### src/rtl/cprt_pkg.sv
package cprt_pkg;

    localparam int NODE_COUNT = 2;
    localparam int NODE_W = (NODE_COUNT > 1) ? $clog2(NODE_COUNT) : 1;
    localparam int QUEUE_DEPTH = 2;

    typedef enum logic [1:0] {
        PH_IDLE    = 2'd0,
        PH_PENDING = 2'd1,
        PH_ACKED   = 2'd2,
        PH_FAILED  = 2'd3
    } t_phase;

    localparam logic [2:0] EV_SEND     = 3'd0;
    localparam logic [2:0] EV_QUEUED   = 3'd1;
    localparam logic [2:0] EV_ACKED    = 3'd2;
    localparam logic [2:0] EV_RESTART  = 3'd3;
    localparam logic [2:0] EV_NOT_APPL = 3'd4;
    localparam logic [2:0] EV_NO_ACK   = 3'd5;
    localparam logic [2:0] EV_SEEN     = 3'd6;
    localparam logic [2:0] EV_NEVER    = 3'd7;

    localparam logic [1:0] FN_PACKET = 2'd0;
    localparam logic [1:0] FN_QUEUE  = 2'd1;
    localparam logic [1:0] FN_STATUS = 2'd2;

    localparam logic [2:0] PT_WAKE = 3'd0;
    localparam logic [2:0] PT_ACK  = 3'd4;

    localparam logic [2:0] CFG_ATTEMPT = 3'd0;
    localparam logic [2:0] CFG_GRACE   = 3'd1;
    localparam logic [2:0] CFG_SLEEP   = 3'd2;
    localparam logic [2:0] CFG_WAKE    = 3'd3;
    localparam logic [2:0] CFG_MEASURE = 3'd4;

    typedef enum logic [1:0] {
        ST_IDLE,
        ST_EXEC,
        ST_EMIT2,
        ST_STATUS
    } t_state;

    // Classified command handed from the front to the back.
    typedef struct packed {
        logic [1:0]        func;
        logic [NODE_W-1:0] node;
        logic [2:0]        ptype;
        logic              ack_ok;
        logic [15:0]       rev;
        logic [31:0]       wakes;
        logic [15:0]       slp;
        logic [15:0]       wk;
        logic [7:0]        meas;
    } t_cmd;

    typedef struct packed {
        logic [2:0]  ev;
        logic [7:0]  node;
        logic [1:0]  phase;
        logic [15:0] rev;
        logic [15:0] slp;
        logic [15:0] wk;
        logic [7:0]  meas;
        logic [3:0]  att;
        logic        last;
    } t_res;

endpackage

### src/rtl/config_push_retry_tracker.sv
// Flow: an item is registered in the front queue, then in the back end's
// command register, and its first result is then registered; a second result,
// or each further status beat, follows once the previous one is taken. The back
// end takes no new item until it is through with the last, as it does a single
// node-entry read-modify-write; a status report gives one beat per node.
// Reset: synchronous, active low; it clears every node entry and loads the
// register defaults.
module config_push_retry_tracker import cprt_pkg::*; (
    input  logic        i_clk,
    input  logic        i_rst_n,
    input  logic        i_valid,
    output logic        o_ready,
    input  logic [1:0]  i_func,
    input  logic [7:0]  i_node_id,
    input  logic [2:0]  i_packet_type,
    input  logic        i_ack_ok,
    input  logic [15:0] i_reported_revision,
    input  logic [31:0] i_wake_count,
    input  logic [15:0] i_sleep_seconds,
    input  logic [15:0] i_wake_seconds,
    input  logic [7:0]  i_measure_count,
    input  logic        i_cfg_we,
    input  logic [2:0]  i_cfg_idx,
    input  logic [15:0] i_cfg_data,
    output logic        o_valid,
    input  logic        i_ready,
    output logic [2:0]  o_event_res,
    output logic [7:0]  o_out_node,
    output logic [1:0]  o_push_state,
    output logic [15:0] o_out_revision,
    output logic [15:0] o_out_sleep,
    output logic [15:0] o_out_wake,
    output logic [7:0]  o_out_measure,
    output logic [3:0]  o_out_attempts,
    output logic        o_last
);

    // The front filters and queues commands; the back owns the node table.
    logic cmd_valid;
    logic cmd_ready;
    t_cmd cmd;
    t_res res;

    cprt_front u_front (
        .i_clk, .i_rst_n, .i_valid, .o_ready, .i_func, .i_node_id, .i_packet_type,
        .i_ack_ok, .i_reported_revision, .i_wake_count, .i_sleep_seconds,
        .i_wake_seconds, .i_measure_count,
        .o_cmd_valid(cmd_valid), .i_cmd_ready(cmd_ready), .o_cmd(cmd)
    );

    cprt_back u_back (
        .i_clk, .i_rst_n, .i_cfg_we, .i_cfg_idx, .i_cfg_data,
        .i_cmd_valid(cmd_valid), .o_cmd_ready(cmd_ready), .i_cmd(cmd),
        .o_valid, .i_ready, .o_res(res)
    );

    assign o_event_res    = res.ev;
    assign o_out_node     = res.node;
    assign o_push_state   = res.phase;
    assign o_out_revision = res.rev;
    assign o_out_sleep    = res.slp;
    assign o_out_wake     = res.wk;
    assign o_out_measure  = res.meas;
    assign o_out_attempts = res.att;
    assign o_last         = res.last;

endmodule

### src/rtl/cprt_front.sv
module cprt_front import cprt_pkg::*; (
    input  logic        i_clk,
    input  logic        i_rst_n,
    input  logic        i_valid,
    output logic        o_ready,
    input  logic [1:0]  i_func,
    input  logic [7:0]  i_node_id,
    input  logic [2:0]  i_packet_type,
    input  logic        i_ack_ok,
    input  logic [15:0] i_reported_revision,
    input  logic [31:0] i_wake_count,
    input  logic [15:0] i_sleep_seconds,
    input  logic [15:0] i_wake_seconds,
    input  logic [7:0]  i_measure_count,
    output logic        o_cmd_valid,
    input  logic        i_cmd_ready,
    output t_cmd        o_cmd
);

    t_cmd              r_q [QUEUE_DEPTH];
    logic [1:0]        r_cnt;
    logic              r_wp;
    logic              r_rp;
    logic              keep;
    logic              push;
    logic              pop;
    t_cmd              cmd;

    // Items that can give no result are dropped here.
    always_comb begin
        keep = 1'b0;
        if (i_func == FN_STATUS) begin
            keep = 1'b1;
        end else if (i_func == FN_PACKET || i_func == FN_QUEUE) begin
            keep = (i_node_id != 8'd0) && ({24'd0, i_node_id} <= 32'(NODE_COUNT));
        end
        cmd.func   = i_func;
        cmd.node   = NODE_W'(i_node_id - 8'd1);
        cmd.ptype  = i_packet_type;
        cmd.ack_ok = i_ack_ok;
        cmd.rev    = i_reported_revision;
        cmd.wakes  = i_wake_count;
        cmd.slp    = i_sleep_seconds;
        cmd.wk     = i_wake_seconds;
        cmd.meas   = i_measure_count;
    end

    assign o_ready     = (r_cnt != 2'd2);
    assign push        = i_valid && o_ready && keep;
    assign o_cmd_valid = (r_cnt != 2'd0);
    assign pop         = o_cmd_valid && i_cmd_ready;
    assign o_cmd       = r_q[r_rp];

    always_ff @(posedge i_clk) begin
        if (!i_rst_n) begin
            r_cnt <= 2'd0;
            r_wp  <= 1'b0;
            r_rp  <= 1'b0;
        end else begin
            if (push) begin
                r_wp <= ~r_wp;
            end
            if (pop) begin
                r_rp <= ~r_rp;
            end
            r_cnt <= r_cnt + {1'b0, push} - {1'b0, pop};
        end
    end

    always_ff @(posedge i_clk) begin
        if (push) begin
            r_q[r_wp] <= cmd;
        end
    end

    assert property (@(posedge i_clk) disable iff (!i_rst_n) r_cnt <= 2'd2)
        else $error("queue count overflow");
    assert property (@(posedge i_clk) disable iff (!i_rst_n)
        (r_cnt == 2'd0) |-> !pop) else $error("pop from empty queue");
    assert property (@(posedge i_clk) disable iff (!i_rst_n)
        (push && !pop) |=> (r_cnt == $past(r_cnt) + 2'd1)) else $error("count slip");

endmodule

### src/rtl/cprt_back.sv
module cprt_back import cprt_pkg::*; (
    input  logic        i_clk,
    input  logic        i_rst_n,
    input  logic        i_cfg_we,
    input  logic [2:0]  i_cfg_idx,
    input  logic [15:0] i_cfg_data,
    input  logic        i_cmd_valid,
    output logic        o_cmd_ready,
    input  t_cmd        i_cmd,
    output logic        o_valid,
    input  logic        i_ready,
    output t_res        o_res
);

    logic [3:0]  r_lim, r_grace;
    logic [15:0] r_smax, r_wmax;
    logic [7:0]  r_mmax;

    t_phase      r_ph   [NODE_COUNT];
    logic [3:0]  r_att  [NODE_COUNT];
    logic [15:0] r_wrev [NODE_COUNT];
    logic [15:0] r_wslp [NODE_COUNT];
    logic [15:0] r_wwk  [NODE_COUNT];
    logic [7:0]  r_wms  [NODE_COUNT];
    logic        r_seen [NODE_COUNT];
    logic [31:0] r_pw   [NODE_COUNT];
    logic        r_pwv  [NODE_COUNT];
    logic [31:0] r_aw   [NODE_COUNT];
    logic [15:0] r_mrr  [NODE_COUNT];

    t_state      r_st, n_st;
    t_cmd        r_cmd;
    logic [NODE_W-1:0] r_sn, n_sn;
    logic [2:0]  r_ev2, n_ev2;
    logic        r_ov, n_ov;
    t_res        r_res, n_res;

    logic        n_wr;
    t_phase      n_ph;
    logic [3:0]  n_att;
    logic [15:0] n_wrev, n_wslp, n_wwk, n_mrr;
    logic [7:0]  n_wms;
    logic [31:0] n_pw, n_aw;
    logic        n_seen, n_pwv;

    logic [NODE_W-1:0] nd;
    logic [15:0] base, nrev;
    logic        restarted, notappl, bad;
    logic [32:0] grace_sum;
    logic [3:0]  att_inc;
    logic        out_free;

    assign out_free    = !r_ov || i_ready;
    assign o_cmd_ready = (r_st == ST_IDLE);
    assign o_valid     = r_ov;
    assign o_res       = r_res;
    assign nd          = r_cmd.node;

    always_ff @(posedge i_clk) begin
        if (!i_rst_n) begin
            r_lim <= 4'd4; r_grace <= 4'd2;
            r_smax <= 16'hFFFF; r_wmax <= 16'hFFFF; r_mmax <= 8'hFF;
        end else if (i_cfg_we) begin
            unique case (i_cfg_idx)
                CFG_ATTEMPT: r_lim   <= i_cfg_data[3:0];
                CFG_GRACE:   r_grace <= i_cfg_data[3:0];
                CFG_SLEEP:   r_smax  <= i_cfg_data;
                CFG_WAKE:    r_wmax  <= i_cfg_data;
                CFG_MEASURE: r_mmax  <= i_cfg_data[7:0];
                default: ;
            endcase
        end
    end

    function automatic t_res mk(logic [2:0] ev, logic [NODE_W-1:0] n, t_phase ph,
                                logic [15:0] rv, logic [15:0] s, logic [15:0] w,
                                logic [7:0] m, logic [3:0] a, logic l);
        t_res r;
        r.ev = ev; r.node = 8'(n) + 8'd1; r.phase = ph; r.rev = rv;
        r.slp = s; r.wk = w; r.meas = m; r.att = a; r.last = l;
        return r;
    endfunction

    always_comb begin
        n_st = r_st; n_sn = r_sn; n_ev2 = r_ev2; n_ov = r_ov; n_res = r_res;
        n_wr = 1'b0;
        n_ph = r_ph[nd]; n_att = r_att[nd]; n_wrev = r_wrev[nd];
        n_wslp = r_wslp[nd]; n_wwk = r_wwk[nd]; n_wms = r_wms[nd];
        n_seen = r_seen[nd]; n_pw = r_pw[nd]; n_pwv = r_pwv[nd];
        n_aw = r_aw[nd]; n_mrr = r_mrr[nd];
        base = (r_mrr[nd] > r_wrev[nd]) ? r_mrr[nd] : r_wrev[nd];
        nrev = base + 16'd1;
        bad = (nrev == 16'd0) || (r_cmd.slp == 16'd0) || (r_cmd.slp > r_smax) ||
              (r_cmd.wk == 16'd0) || (r_cmd.wk > r_wmax) ||
              (r_cmd.meas == 8'd0) || (r_cmd.meas > r_mmax);
        restarted = r_pwv[nd] && (r_cmd.wakes < r_pw[nd]);
        grace_sum = {1'b0, r_aw[nd]} + 33'(r_grace);
        notappl = (r_ph[nd] == PH_ACKED) && (r_cmd.rev < r_wrev[nd]) &&
                  ({1'b0, r_cmd.wakes} >= grace_sum);
        att_inc = 4'd0;
        if (r_ov && i_ready) begin
            n_ov = 1'b0;
        end
        unique case (r_st)
            ST_IDLE: begin
                if (i_cmd_valid) begin
                    n_st = (i_cmd.func == FN_STATUS) ? ST_STATUS : ST_EXEC;
                    n_sn = '0;
                end
            end
            ST_EXEC: begin
                if (out_free) begin
                    n_st = ST_IDLE;
                    if (r_cmd.func == FN_QUEUE) begin
                        if (!bad) begin
                            n_wr = 1'b1;
                            n_wrev = nrev; n_wslp = r_cmd.slp; n_wwk = r_cmd.wk;
                            n_wms = r_cmd.meas; n_ph = PH_PENDING; n_att = 4'd0;
                            n_ov = 1'b1;
                            n_res = mk(EV_QUEUED, nd, n_ph, n_wrev, n_wslp, n_wwk,
                                       n_wms, n_att, 1'b1);
                        end
                    end else if (r_cmd.ptype == PT_ACK) begin
                        n_wr = 1'b1;
                        n_seen = 1'b1;
                        if (r_ph[nd] == PH_PENDING && r_cmd.ack_ok) begin
                            n_ph = PH_ACKED; n_aw = r_cmd.wakes;
                            n_ov = 1'b1;
                            n_res = mk(EV_ACKED, nd, n_ph, n_wrev, n_wslp, n_wwk,
                                       n_wms, n_att, 1'b1);
                        end
                    end else begin
                        n_wr = 1'b1;
                        n_seen = 1'b1; n_pw = r_cmd.wakes; n_pwv = 1'b1;
                        if (r_cmd.rev > r_mrr[nd]) begin
                            n_mrr = r_cmd.rev;
                        end
                        if (r_wrev[nd] != 16'd0 && (restarted || notappl)) begin
                            n_ph = PH_PENDING; n_att = 4'd0;
                            n_ov = 1'b1;
                            n_res = mk(restarted ? EV_RESTART : EV_NOT_APPL, nd, n_ph,
                                       n_wrev, n_wslp, n_wwk, n_wms, n_att, 1'b1);
                        end
                        if (r_cmd.ptype == PT_WAKE && n_ph == PH_PENDING) begin
                            att_inc = (n_att < 4'd15) ? n_att + 4'd1 : n_att;
                            n_att = att_inc;
                            n_ev2 = EV_SEND;
                            if (att_inc >= r_lim) begin
                                n_ph = PH_FAILED;
                                n_ev2 = EV_NO_ACK;
                            end
                            if (n_ov && !(r_ov && i_ready) && r_ov) begin
                                n_ov = 1'b1;
                            end
                            if (n_res.ev == EV_RESTART || n_res.ev == EV_NOT_APPL) begin
                                if (r_wrev[nd] != 16'd0 && (restarted || notappl)) begin
                                    n_res.last = 1'b0;
                                    n_st = ST_EMIT2;
                                end
                            end
                            if (n_st != ST_EMIT2) begin
                                n_ov = 1'b1;
                                n_res = mk(n_ev2, nd, n_ph, n_wrev, n_wslp, n_wwk,
                                           n_wms, n_att, 1'b1);
                            end
                        end
                    end
                end
            end
            ST_EMIT2: begin
                if (out_free) begin
                    n_ov = 1'b1;
                    n_res = mk(r_ev2, nd, r_ph[nd], r_wrev[nd], r_wslp[nd], r_wwk[nd],
                               r_wms[nd], r_att[nd], 1'b1);
                    n_st = ST_IDLE;
                end
            end
            ST_STATUS: begin
                if (out_free) begin
                    n_ov = 1'b1;
                    n_res = mk(r_seen[r_sn] ? EV_SEEN : EV_NEVER, r_sn, r_ph[r_sn],
                               r_wrev[r_sn], r_wslp[r_sn], r_wwk[r_sn], r_wms[r_sn],
                               r_att[r_sn], 32'(r_sn) == NODE_COUNT - 1);
                    if (32'(r_sn) == NODE_COUNT - 1) begin
                        n_st = ST_IDLE;
                    end else begin
                        n_sn = r_sn + NODE_W'(1);
                    end
                end
            end
            default: n_st = ST_IDLE;
        endcase
    end

    always_ff @(posedge i_clk) begin
        if (!i_rst_n) begin
            r_st <= ST_IDLE;
            r_ov <= 1'b0;
            r_sn <= '0;
            for (int i = 0; i < NODE_COUNT; i++) begin
                r_ph[i] <= PH_IDLE; r_att[i] <= '0; r_wrev[i] <= '0;
                r_wslp[i] <= '0; r_wwk[i] <= '0; r_wms[i] <= '0;
                r_seen[i] <= 1'b0; r_pw[i] <= '0; r_pwv[i] <= 1'b0;
                r_aw[i] <= '0; r_mrr[i] <= '0;
            end
        end else begin
            r_st <= n_st;
            r_ov <= n_ov;
            r_sn <= n_sn;
            if (n_wr) begin
                r_ph[nd] <= n_ph; r_att[nd] <= n_att; r_wrev[nd] <= n_wrev;
                r_wslp[nd] <= n_wslp; r_wwk[nd] <= n_wwk; r_wms[nd] <= n_wms;
                r_seen[nd] <= n_seen; r_pw[nd] <= n_pw; r_pwv[nd] <= n_pwv;
                r_aw[nd] <= n_aw; r_mrr[nd] <= n_mrr;
            end
        end
    end

    always_ff @(posedge i_clk) begin
        r_res <= n_res;
        r_ev2 <= n_ev2;
        if (i_cmd_valid && o_cmd_ready) begin
            r_cmd <= i_cmd;
        end
    end

    assert property (@(posedge i_clk) disable iff (!i_rst_n)
        (r_ov && !i_ready) |=> r_ov && $stable(r_res)) else $error("result dropped");
    assert property (@(posedge i_clk) disable iff (!i_rst_n)
        (r_st == ST_EMIT2) |-> r_ov && !r_res.last) else $error("pair order lost");
    assert property (@(posedge i_clk) disable iff (!i_rst_n)
        (r_st == ST_EXEC) |-> !o_cmd_ready) else $error("second command taken");

endmodule
### config.mk
export PLATFORM = sky130hd
export DESIGN_NAME = config_push_retry_tracker
export DESIGN_NICKNAME = d
export VERILOG_FILES = /design/src/rtl/cprt_pkg.sv /design/src/rtl/config_push_retry_tracker.sv /design/src/rtl/cprt_front.sv /design/src/rtl/cprt_back.sv
export SDC_FILE = /design/constraint.sdc
export NUM_CORES = 1
export LEC_CHECK = 0
export BUFFER_PORTS_ARGS = -buffer_cell sky130_fd_sc_hd__buf_2
export CAP_MARGIN = 20
export CORE_MARGIN = 2
export CORE_UTILIZATION = 45
export CTS_BUF_LIST = sky130_fd_sc_hd__clkbuf_16
export CTS_CLUSTER_SIZE = 16
export DETAILED_ROUTE_END_ITERATION = 10
export GPL_TIMING_DRIVEN = 0
export PLACE_DENSITY_LB_ADDON = 0.12
export SLEW_MARGIN = 5
export SYNTH_ARGS = -nofsm -noshare
export SYNTH_HDL_FRONTEND = slang
export SYNTH_HIERARCHICAL = 1
export SYNTH_SLANG_ARGS = --single-unit
### constraint.sdc
create_clock -name i_clk -period 9.4 [get_ports i_clk]
set_input_delay 0.47 -clock i_clk [delete_from_list [all_inputs] [get_ports i_clk]]
set_output_delay 0.47 -clock i_clk [all_outputs]
set_load 0.02 [all_outputs]
======== Word-level counts from Yosys, hierarchy flattened ========
Memory sizes are Yosys's and may differ from the RTL's. A register that Yosys moved wholly into a read port is not among the register bits.
Index checks and enable logic that the tools add are counted.
cells by class
  add/sub/neg operators ................... 9
  multiply operators ...................... 0
  div/mod/pow operators ................... 0
  magnitude comparators ................... 11
  equality and inequality tests ........... 29
  shift operators ......................... 0
  multiplexer cells ....................... 191
  bitwise operators ....................... 4
  reduce and logical (&&, ||, !) cells .... 60
operators with widths
  kind                   count
  $mux 74                14
  $mux 16                22
  $mux 32                11
  $pmux 74 s3            1
  $mux 1                 90
  $gt 16x16->1           4
  $reduce_or 16->1       4
  $reduce_or 32->1       2
  $mux 2                 30
  $mux 4                 13
  $logic_not 16->1       3
  $mux 8                 5
  $add 32x4->33          1
  $ge 32x33->1           1
  $lt 32x32->1           1
  $add 16x1->16 const B  1
  $lt 16x16->1           1
  $reduce_bool 16->1     1
  $logic_and 1x1->1      13
  $eq 2x1->1 const B     5
  $eq 2x2->1 const B     5
  $logic_or 1x1->1       10
  $ne 2x1->1 const B     5
  $reduce_and 2->1       5
  other kinds (36)       56
storage, ports and cells
  bits in registers ....................... 228
  bits in latches ......................... 0
  memory bits (writable) .................. 478
  bits in read-only memories .............. 0
  input port bits ......................... 126
  output and inout port bits .............. 76
  word-level logic and storage cells ...... 346
  memories kept ........................... 12
memory list
  name           depth  width  rd ports  clocked after Yosys merged registers in  write ports  line              text
  u_front.r_q    2      95     1         1                                        1            cprt_front.sv:20  t_cmd r_q [QUEUE_DEPTH];
  u_back.r_aw    2      32     1         1                                        2            cprt_back.sv:28   logic [31:0] r_aw [NODE_COUNT];
  u_back.r_pw    2      32     1         1                                        2            cprt_back.sv:26   logic [31:0] r_pw [NODE_COUNT];
  u_back.r_mrr   2      16     1         1                                        2            cprt_back.sv:29   logic [15:0] r_mrr [NODE_COUNT];
  u_back.r_wrev  2      16     2         2                                        2            cprt_back.sv:21   logic [15:0] r_wrev [NODE_COUNT];
  u_back.r_wslp  2      16     2         2                                        2            cprt_back.sv:22   logic [15:0] r_wslp [NODE_COUNT];
  +6 memories    -      -      -         -                                        -            -

======== Logic depth before layout (Yosys ltp) ========
Gate-level depths: netlist of run 1.
  word-level depth ........................ 25
  depth in mapped cells ................... 42
  depth with buffers taken out ............ 32

======== Cells and area by module ========
Netlist of run 1, hierarchy kept.
by module, submodules not included
  module      times used  cells an instance  area each (um^2)  seq. area each (um^2)
  cprt_back   1           2594               28494.8           14794.2
  cprt_front  1           327                7141.8            5805.6

======== Worst setup path after synthesis of run 1 ========
OpenSTA, ideal clock, no wires.
  kind .................................... reg-to-reg
  start point ............................. reg with a tool-made name
  end point ............................... mem u_back.r_att[1][0], enable pin
  library setup time ...................... 1.205 ns
  data arrival time ....................... 8.651 ns
  data required time ...................... 8.195 ns
  setup slack ............................. -0.456 ns
  stages on the path, launching flop included .. 31
  buffers on the path ..................... 12
  clock period less this slack ............ 9.856 ns
  cells stage by stage .................... dfxtp_1 -> buf_6 -> buf_4 -> buf_4 -> buf_4 -> buf_2 -> buf_1 -> clkbuf_1 -> buf_1 -> a21oi_1 -> inv_1 -> ha_1 -> nor2b_1 -> o21ai_0 -> a21bo_2 -> a31oi_4 -> buf_2 -> clkbuf_1 -> mux2i_1 -> ha_1 -> nand3_1 -> mux2_2 -> nor3_1 -> xnor2_1 -> mux2i_1 -> o41a_1 -> nand2b_4 -> nand2_1 -> buf_4 -> buf_4 -> nand2_1
RTL lines
  what       line             text
  to (decl)  cprt_back.sv:20  logic [3:0] r_att [NODE_COUNT];

==> out/qor.csv, run 1 <==
stage;metric;value;unit
worst_setup_path;Crit path top cell by count;buf_4;
die;io pins;202;
worst_setup_path;CP max stage cell;mux2i_1;
routing;Iteration-0 DRC Markers;2321;
min_path;worst min path class;input port to flop;
global_routing;initial antenna violation count;6;
worst_setup_path;Setup Crit Path Kind;flop to flop;
timing;Setup Skew;0.0249;ns
clock_network;H-tree depth;3;
logic_synthesis;post-synthesis sequential area ratio;0.578;
die;initial core utilization;0.453;
worst_setup_path;Crit. End Element;flop;
worst_setup_path;Worst Setup Start Kind;flop;
logic_synthesis;distinct cell type count after synthesis;77;
run;number of max-cap violations;0;
cells_and_area;share of cells above drive strength 1;0.188;
placed_design;Detail Placement HPWL;75800;um
worst_setup_path;delay-heaviest family, CP;buffers and inverters;
timing;Rel. slew slack;0.266;
cells_and_area;design area;0.0411;mm^2
logic_synthesis;Post-Syn Area;0.0356;mm^2
power_and_ir_drop;internal power;7.98;mW
die;Die X;285;um
clock_network;Max Root-Sink Buffers;3;
placed_design;PortBufs;201;
cells_and_area;nets;3517;
die;Die Y-Extent;285;um
power_and_ir_drop;Power, Total;13.1;mW
die;core area;0.0787;mm^2
cells_and_area;Fill cells;6905;
placed_design;dpl ws;-2.03;ns
routing;post-route ant nets;0;
logic_synthesis;ys flop type;edfxtp_1;
placed_design;Post-DP Area;0.0383;mm^2
routing;routed len/inst;24.4;um
timing;RSZ-0062 raised after global routing;false;
logic_synthesis;Post-synth EDFFs;644;
clock_network;TritonCTS clock tree;done;
clock_network;Root Driver;clkbuf_16;
global_routing;total grt overflow;0;
power_and_ir_drop;Switching Share;0.391;
logic_synthesis;ys async rst share;0;
cells_and_area;area growth from synthesis to layout;15.2;%
timing;Tcrit/Tclk final;0.954;
global_routing;Total GRT Usage;0.256;
outcome;status;finished clean;
clock_network;clock sink total;707;
timing;Final setup viols;0;
logic_synthesis;FF+latch count, synth;707;
logic_synthesis;Syn Area/Cell;12.2;um^2
global_routing;largest net degree at the start of global routing;91;
power_and_ir_drop;switching power;5.13;mW
worst_setup_path;Buf+Inv Stages, Crit Path;9;
timing;worst slew pin tran;1.10;ns
clock_network;Clock Latency Late Sink;0.63;ns
global_routing;vias in the first global route;25612;
die;die area;0.0815;mm^2
power_and_ir_drop;Combinational Power Share;0.394;
timing;Final WS setup;0.431;ns
timing;Slew Viols, Final;0;
logic_synthesis;Mapped Cells;2921;
worst_setup_path;Worst Path Required;9.69;ns
placed_design;GPL Wtd Cong;0.907;
clock_network;CTS Buf Count;78;
power_and_ir_drop;clock share of power;0.233;
timing;min Tclk post-route;8.97;ns
logic_synthesis;net count after synthesis;3210;
routing;via density per instance;5.82;
clock_network;Worst-path clk slew;0.06;ns
routing;Initial DRT Pass Iterations;6;
routing;vias;25250;
global_routing;first-pass GRT wire length;159000;um
power_and_ir_drop;Leak;16.0;nW
die;row count;103;
worst_setup_path;Max FO, Critical Path;54;
power_and_ir_drop;peak supply drop;0.143;mV
logic_synthesis;Ys Warns;6;
worst_setup_path;worst endpoint data arrival time;9.26;ns
timing;Hold Fails Final Rpt;0;
routing;drt total wl;106000;um
power_and_ir_drop;Flop pwr share;0.372;
power_and_ir_drop;PwrDens;319;mW/mm^2
routing;# DRC;0;
worst_setup_path;max incr delay on CP;0.80;ns
timing;maximum clock rate;111;MHz
==> per-layer routing <==
metal	wire length (um)	global-route usage	up-vias
met5	44	0	-
met4	2690	0.0754	6
met3	7990	0.0422	174
met2	48500	0.411	1010
met1	46600	0.359	12553
li1	-	-	11507
==> kinds of logic after synthesis <==
family          after synthesis  share of synthesized area
flops                       707                      0.578
xor+xnor                     57                     0.0140
simple gates                818                      0.104
buf+inv                     239                     0.0322
fa+ha+maj                   163                     0.0574
mux                         384                      0.114
compound gates              553                     0.0997
==> layout make-up <==
type,instances,area [um^2],area share
well taps,1050,1310,0.0320
diodes,2,5.00,0.000122
clock buffers,80,2000,0.0488
plain buffers,156,862,0.0210
flip-flops and latches,707,20600,0.502
multi-input cells,1976,14000,0.341
inverters,80,303,0.00738
clock inverters,62,539,0.0131
repair buffers,229,1430,0.0349
==> timing repair <==
action / CTS / global route
resized for setup: 17 / 7
hold buffers: 9 / 0
gates cloned: 0 / 2
endpoints found under the hold margin: 18 / 0
pin swaps: 0 / 1
buffers inserted: 0 / 1
endpoints found under the setup margin: 723 / 237
==> cells in the mapped netlist (20+ instances only) <==
cell type / n / share of area
nand4_1: 35 / 0.0061
mux2_2: 177 / 0.056
nand3_1: 29 / 0.0041
buf_4: 40 / 0.0084
nor2b_1: 38 / 0.0067
xnor2_1: 35 / 0.0086
nor3_1: 24 / 0.0034
a21o_1: 39 / 0.0082
dfxtp_1: 63 / 0.035
edfxtp_1: 644 / 0.54
o211ai_1: 83 / 0.017
ha_1: 162 / 0.057
buf_2: 20 / 0.0028
o21a_1: 24 / 0.0051
o21ai_0: 133 / 0.019
mux2i_1: 206 / 0.058
nor4_1: 21 / 0.0037
nand2_1: 192 / 0.020
inv_1: 80 / 0.0084
clkbuf_1: 79 / 0.0083
nor2_1: 368 / 0.039
a22oi_1: 50 / 0.011
xor2_1: 22 / 0.0054
nand2b_1: 50 / 0.0088
a21oi_1: 138 / 0.019
==> cells in the final DEF (no fill, tap or decap), types with 13 or more instances in the layout <==
cell,synthesis,routed
a21o_1,39,39
a21oi_1,138,138
a22oi_1,50,50
and3_1,15,15
buf_2,20,221
buf_4,40,44
clkbuf_1,79,77
clkbuf_16,0,81
clkinv_1,0,13
clkinv_2,0,15
dfxtp_1,63,62
edfxtp_1,644,644
ha_1,162,162
inv_1,80,94
mux2_2,177,177
mux2i_1,206,203
nand2_1,192,188
nand2b_1,50,50
nand3_1,29,29
nand4_1,35,35
nor2_1,368,365
nor2b_1,38,38
nor3_1,24,24
nor4_1,21,21
o211ai_1,83,83
o21a_1,24,24
o21ai_0,133,133
xnor2_1,35,35
xor2_1,22,22
==> worst reg2reg max path: cells and delay by family (launching register included) <==
family          cells  cell delay, ns
mux                 3            1.42
buf+inv             9            2.71
simple gates        7            1.74
fa+ha+maj           2            0.57
flops               1            0.41
compound gates      4            1.50
xor+xnor            1            0.17
==> power groups by stage <==
stage	Combinational [mW]	Sequential, mW	Clock, mW
after floorplan	3.27	4.82	0
after global placement	4.92	4.98	0
after detailed placement	5.09	4.92	0
after CTS	5.13	4.86	3.12
after global routing	5.65	4.92	3.25
final	5.17	4.88	3.06
==> metrics by stage <==
step / cells / utilization / hold slack [ns] / TNS, ns
2_1_floorplan: 2921 / - / 0.421 / 0
3_3_place_gp: 4172 / 0.482 / 0.448 / -2147.09
3_5_place_dp: 4188 / 0.487 / 0.462 / -737.18
4_1_cts: 4338 / 0.521 / 0.000289 / 0
5_1_grt: 4341 / 0.521 / 0.0148 / 0
6_report: 4342 / 0.521 / 0.0290 / 0
==> registers in the layout (all words and copies together) (netlist names), 4 cells and up, named ones only <==
name and flops:
u_back/o_res 74, u_back/r_att 8, u_back/r_aw 64, u_back/r_cmd 94, u_back/r_grace 4, u_back/r_lim 4, u_back/r_mmax 8, u_back/r_mrr 32
u_back/r_ph 4, u_back/r_pw 64, u_back/r_smax 16, u_back/r_wmax 16, u_back/r_wms 16, u_back/r_wrev 32, u_back/r_wslp 32, u_back/r_wwk 32
u_front/r_q 190
==> worst paths after layout <==
kind	startpoint	endpoint	slack [ns]	depth (start not counted)
worst min-delay path	i_sleep_seconds[2]	u_front/r_q[0][26]	0.03	1
worst max-delay path	flop	u_back/r_ph[1][0]	0.43	26
worst max register to register	flop	u_back/r_ph[1][0]	0.43	26
worst min register to register	u_back/r_seen[0]	u_back/r_seen[0]	0.49	2
No activity file was read; power rests on OpenSTA's default activity.
==> run 2, diff against run 1 <==
--- a/config.mk
+++ b/config.mk
@@ -13,9 +13,8 @@
 export CTS_CLUSTER_SIZE = 16
 export DETAILED_ROUTE_END_ITERATION = 10
 export GPL_TIMING_DRIVEN = 0
-export PLACE_DENSITY_LB_ADDON = 0.12
+export PLACE_DENSITY = 0.63
 export SLEW_MARGIN = 5
 export SYNTH_ARGS = -nofsm -noshare
 export SYNTH_HDL_FRONTEND = slang
-export SYNTH_HIERARCHICAL = 1
 export SYNTH_SLANG_ARGS = --single-unit
==> out/qor.csv, run 2 <==
stage;metric;value;unit
power_and_ir_drop;Power, Total;13.2;mW
cells_and_area;Fill cells;6924;
cells_and_area;register area;0.0206;mm^2
power_and_ir_drop;Leak;15.6;nW
logic_synthesis;ys async rst share;0;
timing;RSZ-0062 raised after global routing;false;
timing;Setup Skew;0.0323;ns
logic_synthesis;Ys Warns;0;
clock_network;Max Root-Sink Buffers;3;
die;initial core utilization;0.454;
routing;# DRC;0;
cells_and_area;nets;3655;
run;number of max-cap violations;0;
routing;via density per instance;5.78;
min_path;worst min path class;input port to flop;
die;die area;0.0816;mm^2
timing;Hold Fails Final Rpt;0;
placed_design;Detail Placement HPWL;73300;um
timing;Tcrit/Tclk final;0.951;
routing;routed len/inst;23.0;um
power_and_ir_drop;PwrDens;322;mW/mm^2
logic_synthesis;Synth top area share;0.541;
routing;drt total wl;103000;um
logic_synthesis;ys flop type;edfxtp_1;
timing;Rel. slew slack;0.160;
die;Die X;286;um
timing;maximum clock rate;112;MHz
routing;Iteration-0 DRC Markers;2571;
die;core area;0.0787;mm^2
logic_synthesis;leading post-synthesis cells by cell area;edfxtp_1, ha_1, mux2i_1;
clock_network;Root Driver;clkbuf_16;
logic_synthesis;most common cell in the netlist;edfxtp_1;
logic_synthesis;post-synthesis sequential area ratio;0.577;
cells_and_area;max FFs per register;190;
die;io pins;202;
global_routing;first-pass GRT wire length;155000;um
cells_and_area;area growth from synthesis to layout;15.0;%
logic_synthesis;synth cell count leaders;edfxtp_1, nand2_1, nor2_1;
worst_setup_path;Worst Setup Start Kind;flop;
logic_synthesis;Mapped Cells;3061;
placed_design;PortBufs;201;
worst_setup_path;Buf+Inv Stages, Crit Path;11;
logic_synthesis;Post-synth EDFFs;644;
worst_setup_path;Max FO, Critical Path;19;
cells_and_area;Layout Cells excl Fill;4472;
timing;worst slew pin tran;1.25;ns
worst_setup_path;worst endpoint data arrival time;9.29;ns
die;row count;103;
logic_synthesis;distinct cell type count after synthesis;79;
logic_synthesis;Syn Area/Cell;11.7;um^2
cells_and_area;area of the multi-input gates;0.0141;mm^2
worst_setup_path;Crit. End Element;flop;
cells_and_area;share of cells above drive strength 1;0.160;
worst_setup_path;CP max stage cell;or4b_1;
routing;post-route ant nets;0;
routing;Initial DRT Pass Iterations;6;
placed_design;Placed Cells;4333;
global_routing;initial antenna violation count;6;
clock_network;TritonCTS clock tree;done;
timing;min Tclk post-route;8.94;ns
logic_synthesis;Post-Syn Area;0.0357;mm^2
timing;Slew Viols, Final;0;
clock_network;clock sink total;707;
cells_and_area;commonest non-fill, non-tap cell in the layout;edfxtp_1;
worst_setup_path;Worst Path Required;9.76;ns
clock_network;Clock Latency Late Sink;0.64;ns
cells_and_area;Largest Register;u_front.r_q;
worst_setup_path;delay-heaviest family, CP;buffers and inverters;
global_routing;largest net degree at the start of global routing;76;
outcome;status;finished clean;
clock_network;Worst-path clk slew;0.06;ns
clock_network;CTS Buf Count;77;
worst_setup_path;Setup Crit Path Kind;flop to flop;
cells_and_area;most frequent cells in the layout;edfxtp_1, nand2_1, nor2_1;
global_routing;Total GRT Usage;0.249;
die;Die Y-Extent;286;um
worst_setup_path;max incr delay on CP;0.57;ns
cells_and_area;fin util;0.522;
global_routing;total grt overflow;0;
logic_synthesis;cell taking the most area after synthesis;edfxtp_1;
logic_synthesis;FF+latch count, synth;707;
power_and_ir_drop;peak supply drop;0.185;mV
timing;Final setup viols;0;
clock_network;H-tree depth;3;
global_routing;vias in the first global route;25327;
logic_synthesis;net count after synthesis;3350;
placed_design;GPL Wtd Cong;0.941;
routing;vias;25838;
==> run 2: cell type report <==
type	instances	share of cell area
well taps	1050	0.0320
clock buffers	79	0.0481
flip-flops and latches	707	0.502
diodes	1	0.0000609
inverters	101	0.00923
plain buffers	170	0.0184
repair buffers	229	0.0351
multi-input cells	2080	0.344
clock inverters	55	0.0118
==> run 2: logic make-up (layout without fill, tap and decap cells) <==
family                   count (synthesis)  after routing  share of synthesized area
adder cells (fa/ha/maj)                163            163                     0.0573
other                                    0              1                          0
flip-flops                             707            707                      0.577
multiplexers                           312            312                     0.0929
AO/OA/AOI/OAI                          594            594                      0.109
buffers and inverters                  275            634                     0.0316
XOR/XNOR                                61             61                     0.0150
AND/OR/NAND/NOR                        949            950                      0.118
==> run 2: path summary, 6_finish.rpt <==
kind / startpoint / end / slack (ns) / cells after the start
max: flop / u_back.r_mrr[1][2] / 0.46 / 29
min: i_sleep_seconds[15] / u_front.r_q[0][39] / 0.03 / 1
max reg2reg: flop / u_back.r_mrr[1][2] / 0.46 / 29
min reg2reg: u_back.r_seen[0] / u_back.r_seen[0] / 0.47 / 1
==> run 2: what timing repair did <==
action | 4_1_cts | 5_1_grt
endpoints found under the setup margin | 722 | 415
endpoints found under the hold margin | 2 | 0
buffers inserted | 4 | 0
cloned | 1 | 1
hold buffers | 1 | 0
pin swaps | 1 | 0
resized for setup | 24 | 5
==> run 2: per-layer routing <==
layer | global-route usage | part of all wire | routed length (um)
met1 | 0.354 | 0.43 | 44600
met2 | 0.388 | 0.45 | 46200
met3 | 0.0490 | 0.091 | 9340
met4 | 0.0749 | 0.026 | 2700
met5 | 0 | 0.00038 | 39
==> run 2: where the power goes <==
| group | total [mW] | internal [mW] | switching, mW |
|---|---|---|---|
| clock network | 3.01 | 1.76 | 1.24 |
| registers | 4.95 | 4.31 | 0.645 |
| logic | 5.28 | 1.91 | 3.36 |
==> run 2: per-stage QoR <==
step | worst slack (ns) | instance area [um^2] | TNS, ns | hold WS (ns)
2_1_floorplan | 0.199 | 35700 | 0 | 0.440
3_3_place_gp | -4.50 | 38100 | -2453.06 | 0.448
3_5_place_dp | -2.58 | 38500 | -1308.85 | 0.455
4_1_cts | 0.0731 | 41000 | 0 | 0.000692
5_1_grt | 0.0447 | 41100 | 0 | 0.0200
6_report | 0.463 | 41100 | 0 | 0.0293
